### src/design/mfpd_pkg.sv
// Shared types and constants of the marker follow PD controller.
package mfpd_pkg;

  localparam int unsigned COORD_W  = 16;
  localparam int unsigned GAIN_W   = 16;
  localparam int unsigned DIST_W   = 17;
  localparam int unsigned ROOT_W   = 16;
  localparam int unsigned RAD_W    = 32;
  localparam int unsigned OPND_W   = 18;
  localparam int unsigned PROD_W   = 2 * OPND_W;
  localparam int unsigned Q_FRAC   = 12;
  localparam int unsigned CFG_IDX_W = 8;

  localparam logic [CFG_IDX_W-1:0] REG_PROP_GAIN  = 8'd0;
  localparam logic [CFG_IDX_W-1:0] REG_DERIV_GAIN = 8'd1;
  localparam logic [CFG_IDX_W-1:0] REG_FAR_LIMIT  = 8'd2;
  localparam logic [CFG_IDX_W-1:0] REG_NEAR_LIMIT = 8'd3;

  localparam logic [GAIN_W-1:0] PROP_GAIN_RST  = 16'd2048;
  localparam logic [GAIN_W-1:0] DERIV_GAIN_RST = 16'd410;
  localparam logic [GAIN_W-1:0] FAR_LIMIT_RST  = 16'd4506;
  localparam logic [GAIN_W-1:0] NEAR_LIMIT_RST = 16'd3686;

  localparam logic [1:0] ACT_FOLLOW = 2'd0;
  localparam logic [1:0] ACT_BACK   = 2'd1;
  localparam logic [1:0] ACT_STOP   = 2'd2;

  typedef enum logic [4:0] {
    ST_IDLE = 5'b00001,
    ST_SQ   = 5'b00010,
    ST_ROOT = 5'b00100,
    ST_PD   = 5'b01000,
    ST_OUT  = 5'b10000
  } state_t;

  typedef struct packed {
    logic busy;
    logic done;
  } sqrt_stat_t;

endpackage

### src/design/mfpd_mul.sv
// Shared signed multiplier with a registered product.
module mfpd_mul (
  input  logic                                clk,
  input  logic                                en,
  input  logic signed [mfpd_pkg::OPND_W-1:0] opnd_a,
  input  logic signed [mfpd_pkg::OPND_W-1:0] opnd_b,
  output logic signed [mfpd_pkg::PROD_W-1:0] prod
);
  import mfpd_pkg::*;

  logic signed [PROD_W-1:0] prod_r;

  always_ff @(posedge clk) begin
    if (en) begin
      prod_r <= opnd_a * opnd_b;
    end
  end

  assign prod = prod_r;

endmodule

### src/design/mfpd_sqrt.sv
// Iterative integer square root, one result bit per cycle.
module mfpd_sqrt (
  input  logic                          clk,
  input  logic                          rst_n,
  input  logic                          start,
  input  logic [mfpd_pkg::RAD_W-1:0]   radicand,
  output logic [mfpd_pkg::ROOT_W-1:0]  root,
  output mfpd_pkg::sqrt_stat_t          stat
);
  import mfpd_pkg::*;

  localparam int unsigned REM_W = ROOT_W + 3;
  localparam int unsigned CNT_W = $clog2(ROOT_W);

  logic [RAD_W-1:0]  rad_r,  rad_nxt;
  logic [REM_W-1:0]  rem_r,  rem_nxt;
  logic [ROOT_W-1:0] root_r, root_nxt;
  logic [CNT_W-1:0]  cnt_r,  cnt_nxt;
  logic              busy_r, busy_nxt;
  logic              done_r, done_nxt;
  logic [REM_W-1:0]  rem_sh;
  logic [REM_W-1:0]  trial;

  assign rem_sh = {rem_r[REM_W-3:0], rad_r[RAD_W-1 -: 2]};
  assign trial  = {1'b0, root_r, 2'b01};

  always_comb begin
    rad_nxt  = rad_r;
    rem_nxt  = rem_r;
    root_nxt = root_r;
    cnt_nxt  = cnt_r;
    busy_nxt = busy_r;
    done_nxt = 1'b0;
    if (start) begin
      rad_nxt  = radicand;
      rem_nxt  = '0;
      root_nxt = '0;
      cnt_nxt  = CNT_W'(ROOT_W - 1);
      busy_nxt = 1'b1;
    end else if (busy_r) begin
      rad_nxt = {rad_r[RAD_W-3:0], 2'b00};
      if (rem_sh >= trial) begin
        rem_nxt  = rem_sh - trial;
        root_nxt = {root_r[ROOT_W-2:0], 1'b1};
      end else begin
        rem_nxt  = rem_sh;
        root_nxt = {root_r[ROOT_W-2:0], 1'b0};
      end
      cnt_nxt = cnt_r - 1'b1;
      if (cnt_r == '0) begin
        busy_nxt = 1'b0;
        done_nxt = 1'b1;
      end
    end
  end

  always_ff @(posedge clk) begin
    if (!rst_n) begin
      busy_r <= 1'b0;
      done_r <= 1'b0;
      cnt_r  <= '0;
    end else begin
      busy_r <= busy_nxt;
      done_r <= done_nxt;
      cnt_r  <= cnt_nxt;
    end
  end

  always_ff @(posedge clk) begin
    rad_r  <= rad_nxt;
    rem_r  <= rem_nxt;
    root_r <= root_nxt;
  end

  assign root      = root_r;
  assign stat.busy = busy_r;
  assign stat.done = done_r;

endmodule

### src/design/marker_follow_pd_controller.sv
// Top level: sequencer, registers and result logic of the marker follow PD controller.
//
//  channel | handshake             | word
//  --------+-----------------------+-------------------------------------------
//  in      | in_valid / in_stall   | cam_x, cam_y, cam_z (signed Q4.12)
//  out     | out_valid / out_stall | forward_speed, turn_rate, action
//  cfg     | cfg_valid / cfg_ready | cfg_index, cfg_data
//
// One word runs through these steps in order: the squares of the three coordinates on
// the shared multiplier, the bit-serial square root, the PD term on the multiplier,
// the result step, which waits while a stalled result is held, and back to idle.
// Words are taken only in idle. The square root loop is the longest step.
// Reset clears the registers to their defaults and the stored distance and turn.
// A stalled result is held in the output register; the next word is taken meanwhile.
module marker_follow_pd_controller (
  input  logic                                 clk,
  input  logic                                 rst_n,
  input  logic                                 in_valid,
  output logic                                 in_stall,
  input  logic signed [mfpd_pkg::COORD_W-1:0]  in_cam_x,
  input  logic signed [mfpd_pkg::COORD_W-1:0]  in_cam_y,
  input  logic signed [mfpd_pkg::COORD_W-1:0]  in_cam_z,
  output logic                                 out_valid,
  input  logic                                 out_stall,
  output logic signed [mfpd_pkg::COORD_W-1:0] out_forward_speed,
  output logic signed [mfpd_pkg::COORD_W-1:0] out_turn_rate,
  output logic [1:0]                           out_action,
  input  logic                                 cfg_valid,
  output logic                                 cfg_ready,
  input  logic [mfpd_pkg::CFG_IDX_W-1:0]       cfg_index,
  input  logic [mfpd_pkg::GAIN_W-1:0]          cfg_data
);
  import mfpd_pkg::*;

  localparam int unsigned PD_W = PROD_W - Q_FRAC;

  function automatic logic signed [COORD_W-1:0] sat16(input logic signed [PD_W:0] v);
    logic signed [COORD_W-1:0] r;
    if (v > (PD_W+1)'(32767)) begin
      r = 16'sh7fff;
    end else if (v < -(PD_W+1)'(32768)) begin
      r = 16'sh8000;
    end else begin
      r = v[COORD_W-1:0];
    end
    return r;
  endfunction

  state_t state_r, state_nxt;
  logic [1:0] cnt_r, cnt_nxt;

  logic [GAIN_W-1:0] prop_gain_r, deriv_gain_r, far_limit_r, near_limit_r;

  logic signed [COORD_W-1:0] x_r, y_r, z_r;
  logic signed [PROD_W-1:0]  acc_r, acc_nxt;
  logic [DIST_W-1:0]         dist_r, dist_nxt;
  logic [DIST_W-1:0]         last_r, last_nxt;
  logic signed [COORD_W-1:0] held_r, held_nxt;

  logic                      out_valid_r, out_valid_nxt;
  logic signed [COORD_W-1:0] speed_r, speed_nxt;
  logic signed [COORD_W-1:0] turn_r, turn_nxt;
  logic [1:0]                action_r, action_nxt;

  logic                      in_acc;
  logic                      out_free;
  logic                      mul_en;
  logic signed [OPND_W-1:0]  opnd_a, opnd_b;
  logic signed [PROD_W-1:0]  prod;
  logic signed [OPND_W-1:0]  diff;
  logic                      sq_start;
  logic [ROOT_W-1:0]         sq_root;
  sqrt_stat_t                sq_stat;

  logic signed [PD_W-1:0]    pd;
  logic signed [PD_W:0]      pd_ext, pd_neg;
  logic                      is_far, is_near;
  logic signed [COORD_W-1:0] neg_x;

  assign in_stall  = (state_r != ST_IDLE);
  assign in_acc    = in_valid && !in_stall;
  assign cfg_ready = 1'b1;
  assign out_free  = !(out_valid_r && out_stall);

  assign diff = $signed({1'b0, dist_r}) - $signed({1'b0, last_r});

  assign pd     = acc_r[PROD_W-1:Q_FRAC];
  assign pd_ext = {pd[PD_W-1], pd};
  assign pd_neg = -pd_ext;
  assign is_far  = dist_r > {1'b0, far_limit_r};
  assign is_near = dist_r < {1'b0, near_limit_r};
  assign neg_x   = (x_r == 16'sh8000) ? 16'sh7fff : -x_r;

  always_comb begin
    opnd_a = '0;
    opnd_b = '0;
    mul_en = 1'b0;
    case (state_r)
      ST_SQ: begin
        mul_en = (cnt_r != 2'd3);
        case (cnt_r)
          2'd0:    opnd_a = OPND_W'(x_r);
          2'd1:    opnd_a = OPND_W'(y_r);
          default: opnd_a = OPND_W'(z_r);
        endcase
        opnd_b = opnd_a;
      end
      ST_PD: begin
        mul_en = (cnt_r < 2'd2);
        if (cnt_r == 2'd0) begin
          opnd_a = $signed({2'b00, prop_gain_r});
          opnd_b = $signed({1'b0, dist_r});
        end else begin
          opnd_a = $signed({2'b00, deriv_gain_r});
          opnd_b = diff;
        end
      end
      default: begin
        mul_en = 1'b0;
      end
    endcase
  end

  mfpd_mul u_mul (
    .clk    (clk),
    .en     (mul_en),
    .opnd_a (opnd_a),
    .opnd_b (opnd_b),
    .prod   (prod)
  );

  mfpd_sqrt u_sqrt (
    .clk      (clk),
    .rst_n    (rst_n),
    .start    (sq_start),
    .radicand (acc_nxt[RAD_W-1:0]),
    .root     (sq_root),
    .stat     (sq_stat)
  );

  always_comb begin
    state_nxt     = state_r;
    cnt_nxt       = cnt_r;
    acc_nxt       = acc_r;
    dist_nxt      = dist_r;
    last_nxt      = last_r;
    held_nxt      = held_r;
    sq_start      = 1'b0;
    out_valid_nxt = out_valid_r && out_stall;
    speed_nxt     = speed_r;
    turn_nxt      = turn_r;
    action_nxt    = action_r;
    case (state_r)
      ST_IDLE: begin
        if (in_acc) begin
          state_nxt = ST_SQ;
          cnt_nxt   = '0;
          acc_nxt   = '0;
        end
      end
      ST_SQ: begin
        if (cnt_r != 2'd0) begin
          acc_nxt = acc_r + prod;
        end
        cnt_nxt = cnt_r + 1'b1;
        if (cnt_r == 2'd3) begin
          sq_start  = 1'b1;
          state_nxt = ST_ROOT;
        end
      end
      ST_ROOT: begin
        if (sq_stat.done) begin
          dist_nxt  = DIST_W'(sq_root);
          acc_nxt   = '0;
          cnt_nxt   = '0;
          state_nxt = ST_PD;
        end
      end
      ST_PD: begin
        if (cnt_r != 2'd0) begin
          acc_nxt = acc_r + prod;
        end
        cnt_nxt = cnt_r + 1'b1;
        if (cnt_r == 2'd2) begin
          state_nxt = ST_OUT;
        end
      end
      ST_OUT: begin
        if (out_free) begin
          out_valid_nxt = 1'b1;
          state_nxt     = ST_IDLE;
          if (is_far) begin
            speed_nxt  = sat16(pd_ext);
            turn_nxt   = neg_x;
            held_nxt   = neg_x;
            last_nxt   = dist_r;
            action_nxt = ACT_FOLLOW;
          end else if (is_near) begin
            speed_nxt  = sat16(pd_neg);
            turn_nxt   = held_r;
            last_nxt   = dist_r;
            action_nxt = ACT_BACK;
          end else begin
            speed_nxt  = '0;
            turn_nxt   = '0;
            held_nxt   = '0;
            action_nxt = ACT_STOP;
          end
        end
      end
      default: begin
        state_nxt = ST_IDLE;
      end
    endcase
  end

  always_ff @(posedge clk) begin
    if (!rst_n) begin
      state_r      <= ST_IDLE;
      cnt_r        <= '0;
      out_valid_r  <= 1'b0;
      last_r       <= '0;
      held_r       <= '0;
      prop_gain_r  <= PROP_GAIN_RST;
      deriv_gain_r <= DERIV_GAIN_RST;
      far_limit_r  <= FAR_LIMIT_RST;
      near_limit_r <= NEAR_LIMIT_RST;
    end else begin
      state_r     <= state_nxt;
      cnt_r       <= cnt_nxt;
      out_valid_r <= out_valid_nxt;
      last_r      <= last_nxt;
      held_r      <= held_nxt;
      if (cfg_valid && cfg_ready) begin
        case (cfg_index)
          REG_PROP_GAIN:  prop_gain_r  <= cfg_data;
          REG_DERIV_GAIN: deriv_gain_r <= cfg_data;
          REG_FAR_LIMIT:  far_limit_r  <= cfg_data;
          REG_NEAR_LIMIT: near_limit_r <= cfg_data;
          default: begin
          end
        endcase
      end
    end
  end

  always_ff @(posedge clk) begin
    if (in_acc) begin
      x_r <= in_cam_x;
      y_r <= in_cam_y;
      z_r <= in_cam_z;
    end
    acc_r    <= acc_nxt;
    dist_r   <= dist_nxt;
    speed_r  <= speed_nxt;
    turn_r   <= turn_nxt;
    action_r <= action_nxt;
  end

  assign out_valid         = out_valid_r;
  assign out_forward_speed = speed_r;
  assign out_turn_rate     = turn_r;
  assign out_action        = action_r;

  a_rise_from_out: assert property (@(posedge clk) disable iff (!rst_n)
    $rose(out_valid) |-> $past(state_r == ST_OUT))
    else $error("result raised outside the result step");

  a_action_code: assert property (@(posedge clk) disable iff (!rst_n)
    out_valid |-> (out_action == ACT_FOLLOW || out_action == ACT_BACK ||
                   out_action == ACT_STOP))
    else $error("result carries an unknown action");

  a_stop_zero: assert property (@(posedge clk) disable iff (!rst_n)
    (out_valid && out_action == ACT_STOP) |->
      (out_forward_speed == '0 && out_turn_rate == '0))
    else $error("stop result with nonzero speed");

  a_sqrt_in_root: assert property (@(posedge clk) disable iff (!rst_n)
    sq_stat.busy |-> state_r == ST_ROOT)
    else $error("square root running outside its step");

endmodule

### config.mk
export PLATFORM = sky130hd
export DESIGN_NAME = marker_follow_pd_controller
export DESIGN_NICKNAME = d
export VERILOG_FILES = /design/src/design/mfpd_pkg.sv /design/src/design/mfpd_mul.sv /design/src/design/mfpd_sqrt.sv /design/src/design/marker_follow_pd_controller.sv
export SDC_FILE = /design/constraint.sdc
export NUM_CORES = 2
export LEC_CHECK = 0
export BUFFER_PORTS_ARGS = -buffer_cell sky130_fd_sc_hd__buf_2
export CAP_MARGIN = 20
export CORE_MARGIN = 2
export CORE_UTILIZATION = 45
export CTS_BUF_LIST = sky130_fd_sc_hd__clkbuf_8
export DETAILED_ROUTE_END_ITERATION = 16
export PLACE_DENSITY = 0.65
export SLEW_MARGIN = 20
export SYNTH_ARGS = -nofsm -noshare
export SYNTH_HDL_FRONTEND = slang
export SYNTH_SLANG_ARGS = --single-unit
### constraint.sdc
create_clock -name clk -period 13.4 [get_ports clk]
set_input_delay 0.67 -clock clk [delete_from_list [all_inputs] [get_ports clk]]
set_output_delay 0.67 -clock clk [all_outputs]
set_load 0.005 [all_outputs]
==> metrics.cfg <==
[timing]
achievable-frequency_mhz = 105.0
setup-tns-final_ps = 0
timing.final.hold_violations = 0
final.setup_skew_ps = 47.20
slew_at_the_pin_closest_to_its_max_slew_limit_ps = 1134
max_slew_headroom = 0.2441
finalSetupViolCount = 0
rsz0062_at_grt = no
post-route-period-util = 0.7110
finalCriticalPeriod_ps = 9527
slew_violations = 0
finalWorstSetupSlack_ps = 3873

[grt]
grt_pass1_wl_um = 122400
grt_start_max_net_pins = 72
globalRouteTotalUtil = 0.2304
first_global_vias = 22560
remaining_overflow_grt = 0
initial_antenna_violation_count = 1

[setup_path]
critical_path.reg2reg.endpoint = u_mul.prod[34]
worst_setup_path_endpoint = u_mul.prod[34]
startpoint = dist_r[8]
worst_r2r_path_depth = 28
worstReg2RegStart = dist_r[8]
worst_path_most_repeated_cell = fa_1
crit_path_max_fanout = 15
timing_worst_setup_path_type = reg2reg
cp_slowest_cell = o41ai_1
start_kind = register
required_ps = 13780
critical_path_arrival_ps = 9910
timing.reg2reg.setup_slack_ps = 3870
critical_path.max_stage_delay_ps = 600
timing.critical_path.to_type = register

[placement]
placedInstanceArea_um2 = 31240
detailed_place_hpwl_um = 58520
port_buffers = 112
pre_cts_slack_ps = 3974
globalplace.congestion = 0.8737

[die]
num_rows = 94
die_width_um = 261.0
die_outline_height_um = 261.0
fp.coreArea_um2 = 65630
initial_core_util = 0.4528
pin_count = 114
design.die.area_um2 = 68110

[yosys]
synth_compound_area_frac = 0.1193
post-synth-top-area-cell = fa_1
synth.mux.area_fraction = 0.03916
synth_commonest_cells = inv_1 (485), nand2_1 (449), fa_1 (318)
synth_simple_gate_area_share = 0.1456
postSynthNetCount = 3757
synth-adder-area-share = 0.2980
synth_cells = 3163
synth-seq-cells = 345
synth.most_common_cell = inv_1
number_of_distinct_library_cells_after_synthesis = 82
mappedNetlistArea_um2 = 29720
yosys-top-cells-area = fa_1 (21%), edfxtp_1 (17%), dfxtp_1 (12%)
synth.avg_cell_area_um2 = 9.395
netlist.area_leader.share = 0.2142
dominantRegCellSynth = dfxtp_1
yosysSeqAreaShare = 0.2897
number_of_synthesized_flops_with_an_enable_pin = 170
synth_top_family_by_area = adder cells
yosysWarnings = 0
async_reset_ff_frac = 0
post_synth_xor_area_fraction = 0.03036

[cts]
htree_levels = 3
tritoncts.num_buffers = 66
cts_resized = 0
clkTransAtPathRegs_ps = 60
cts_root_buffer = clkbuf_8
tritoncts = yes
insertion_delay_ps = 680
tritoncts_num_sinks = 345
cts_post_setup_buffers_inserted = 0
cts_hold_repair.buffers = 0
cts_max_path_buffers = 3

[final_layout]
finish.instance_area_um2 = 32590
layout.core_utilization = 0.4965
syn_to_final_growth_pct = 9.650
design.final.nets = 3849
final_layout_size_suffix_gt1_frac = 0.09250

[routing]
detailedRoute.firstPassIterationCount = 8
drt-initial-drc-count = 1488
antenna_left = 0
drt-wirelength-per-cell_um = 18.27
viasPerCell = 5.314
drcViolationCount = 0
routed_wirelength_um = 76260
num_vias = 22180

[run]
maxcap_violations = 0

[power]
power_density_nw_per_um2 = 77.94
max-vdd-ir-drop_mv = 0.05150
leakage_nw = 14.94

[outcome]
run_status = finished, final reports clean

[worst_hold_path]
hold_path.class = in2reg

[registers in the layout, indices dropped and copies added, names as in the netlist, 17 cells and up]
register      flops
u_sqrt.rem_r     17
u_sqrt.rad_r     32
acc_r            36
u_mul.prod       36
[area by class of cell]
type	count	area, um2
Inverter	486	1824
Multi-Input combinational cell	2207	18900
Fill cell	6154	33040
Sequential cell	345	8610
Clock inverter	46	287.8
Antenna cell	2	5.005
Tap cell	864	1081
Timing Repair Buffer	149	842.1
Clock buffer	75	1032
[worst min path at each step]
stage / startpoint / to / slack, ps / cells after the start
after CTS: in_cam_y[5] / y_r[5] / 110 / 1
after global placement: near_limit_r[3] / near_limit_r[3] / 450 / 2
after floorplan: u_sqrt.root[15] / dist_r[15] / 430 / 0
final: in_cam_y[5] / y_r[5] / 170 / 1
after detailed placement: u_sqrt.root[15] / dist_r[15] / 460 / 0
after global routing: in_cam_y[11] / y_r[11] / 160 / 1
[critical path, delay by kind of cell, from the launching register on]
family                     cells  cell delay, ps
AOI/OAI and AO/OA             13            4040
xor gates and xnor gates       1              80
adders and majority gates      8            3830
buffers and inverters          3             140
DFF                            1             460
muxes                          1             250
and+or+nand+nor                2             450
[per-layer routing]
layer	wire [um]	GRT usage	up-vias
li1	-	-	10660
met1	32930	0.2990	10730
met2	35750	0.3841	630
met3	4491	0.03688	156
met4	3086	0.09596	0
met5	0	0	-
[stage by stage]
| stage | total power [mW] | hold WS [ps] | cells |
|---|---|---|---|
| 6_report | 2.540 | 170.3 | 4174 |
| 4_1_cts | 2.567 | 113.6 | 4171 |
| 3_3_place_gp | 1.513 | 453.8 | 4050 |
| 5_1_grt | 2.645 | 158.7 | 4173 |
| 3_5_place_dp | 1.513 | 457.5 | 4050 |
| 2_1_floorplan | 1.417 | 429.5 | 3163 |
[layout by cell type, fill, tap and decap left out, types with 24 or more instances in the layout]
cell and count:
nand3_1 27, inv_1 509, buf_4 36, edfxtp_1 170
ha_1 198, mux2i_1 96, xnor2_1 79, nor2b_1 80
a21o_1 45, o211ai_1 29, nor2_1 167, fa_1 318
nand2b_1 29, nand2_1 449, and2_1 41, clkbuf_8 75
a21oi_1 123, buf_2 112, xor2_1 24, dfxtp_1 174
a21boi_0 29, nor3_1 31, o21ai_0 106
[power by group]
group	total [mW]	internal [mW]	switching, mW
Combinational	0.326	0.126	0.200
Sequential	1.17	1.14	0.0281
Clock	1.05	0.559	0.486
Total	2.54	1.83	0.714
[kinds of logic after synthesis]
logic type,after synthesis
fa+ha+maj,517
simple gates,936
mux,114
other cells,1
compound gates,536
xor+xnor,103
buf+inv,611
flops,345
Note: power is estimated with default switching activity, not from simulation.
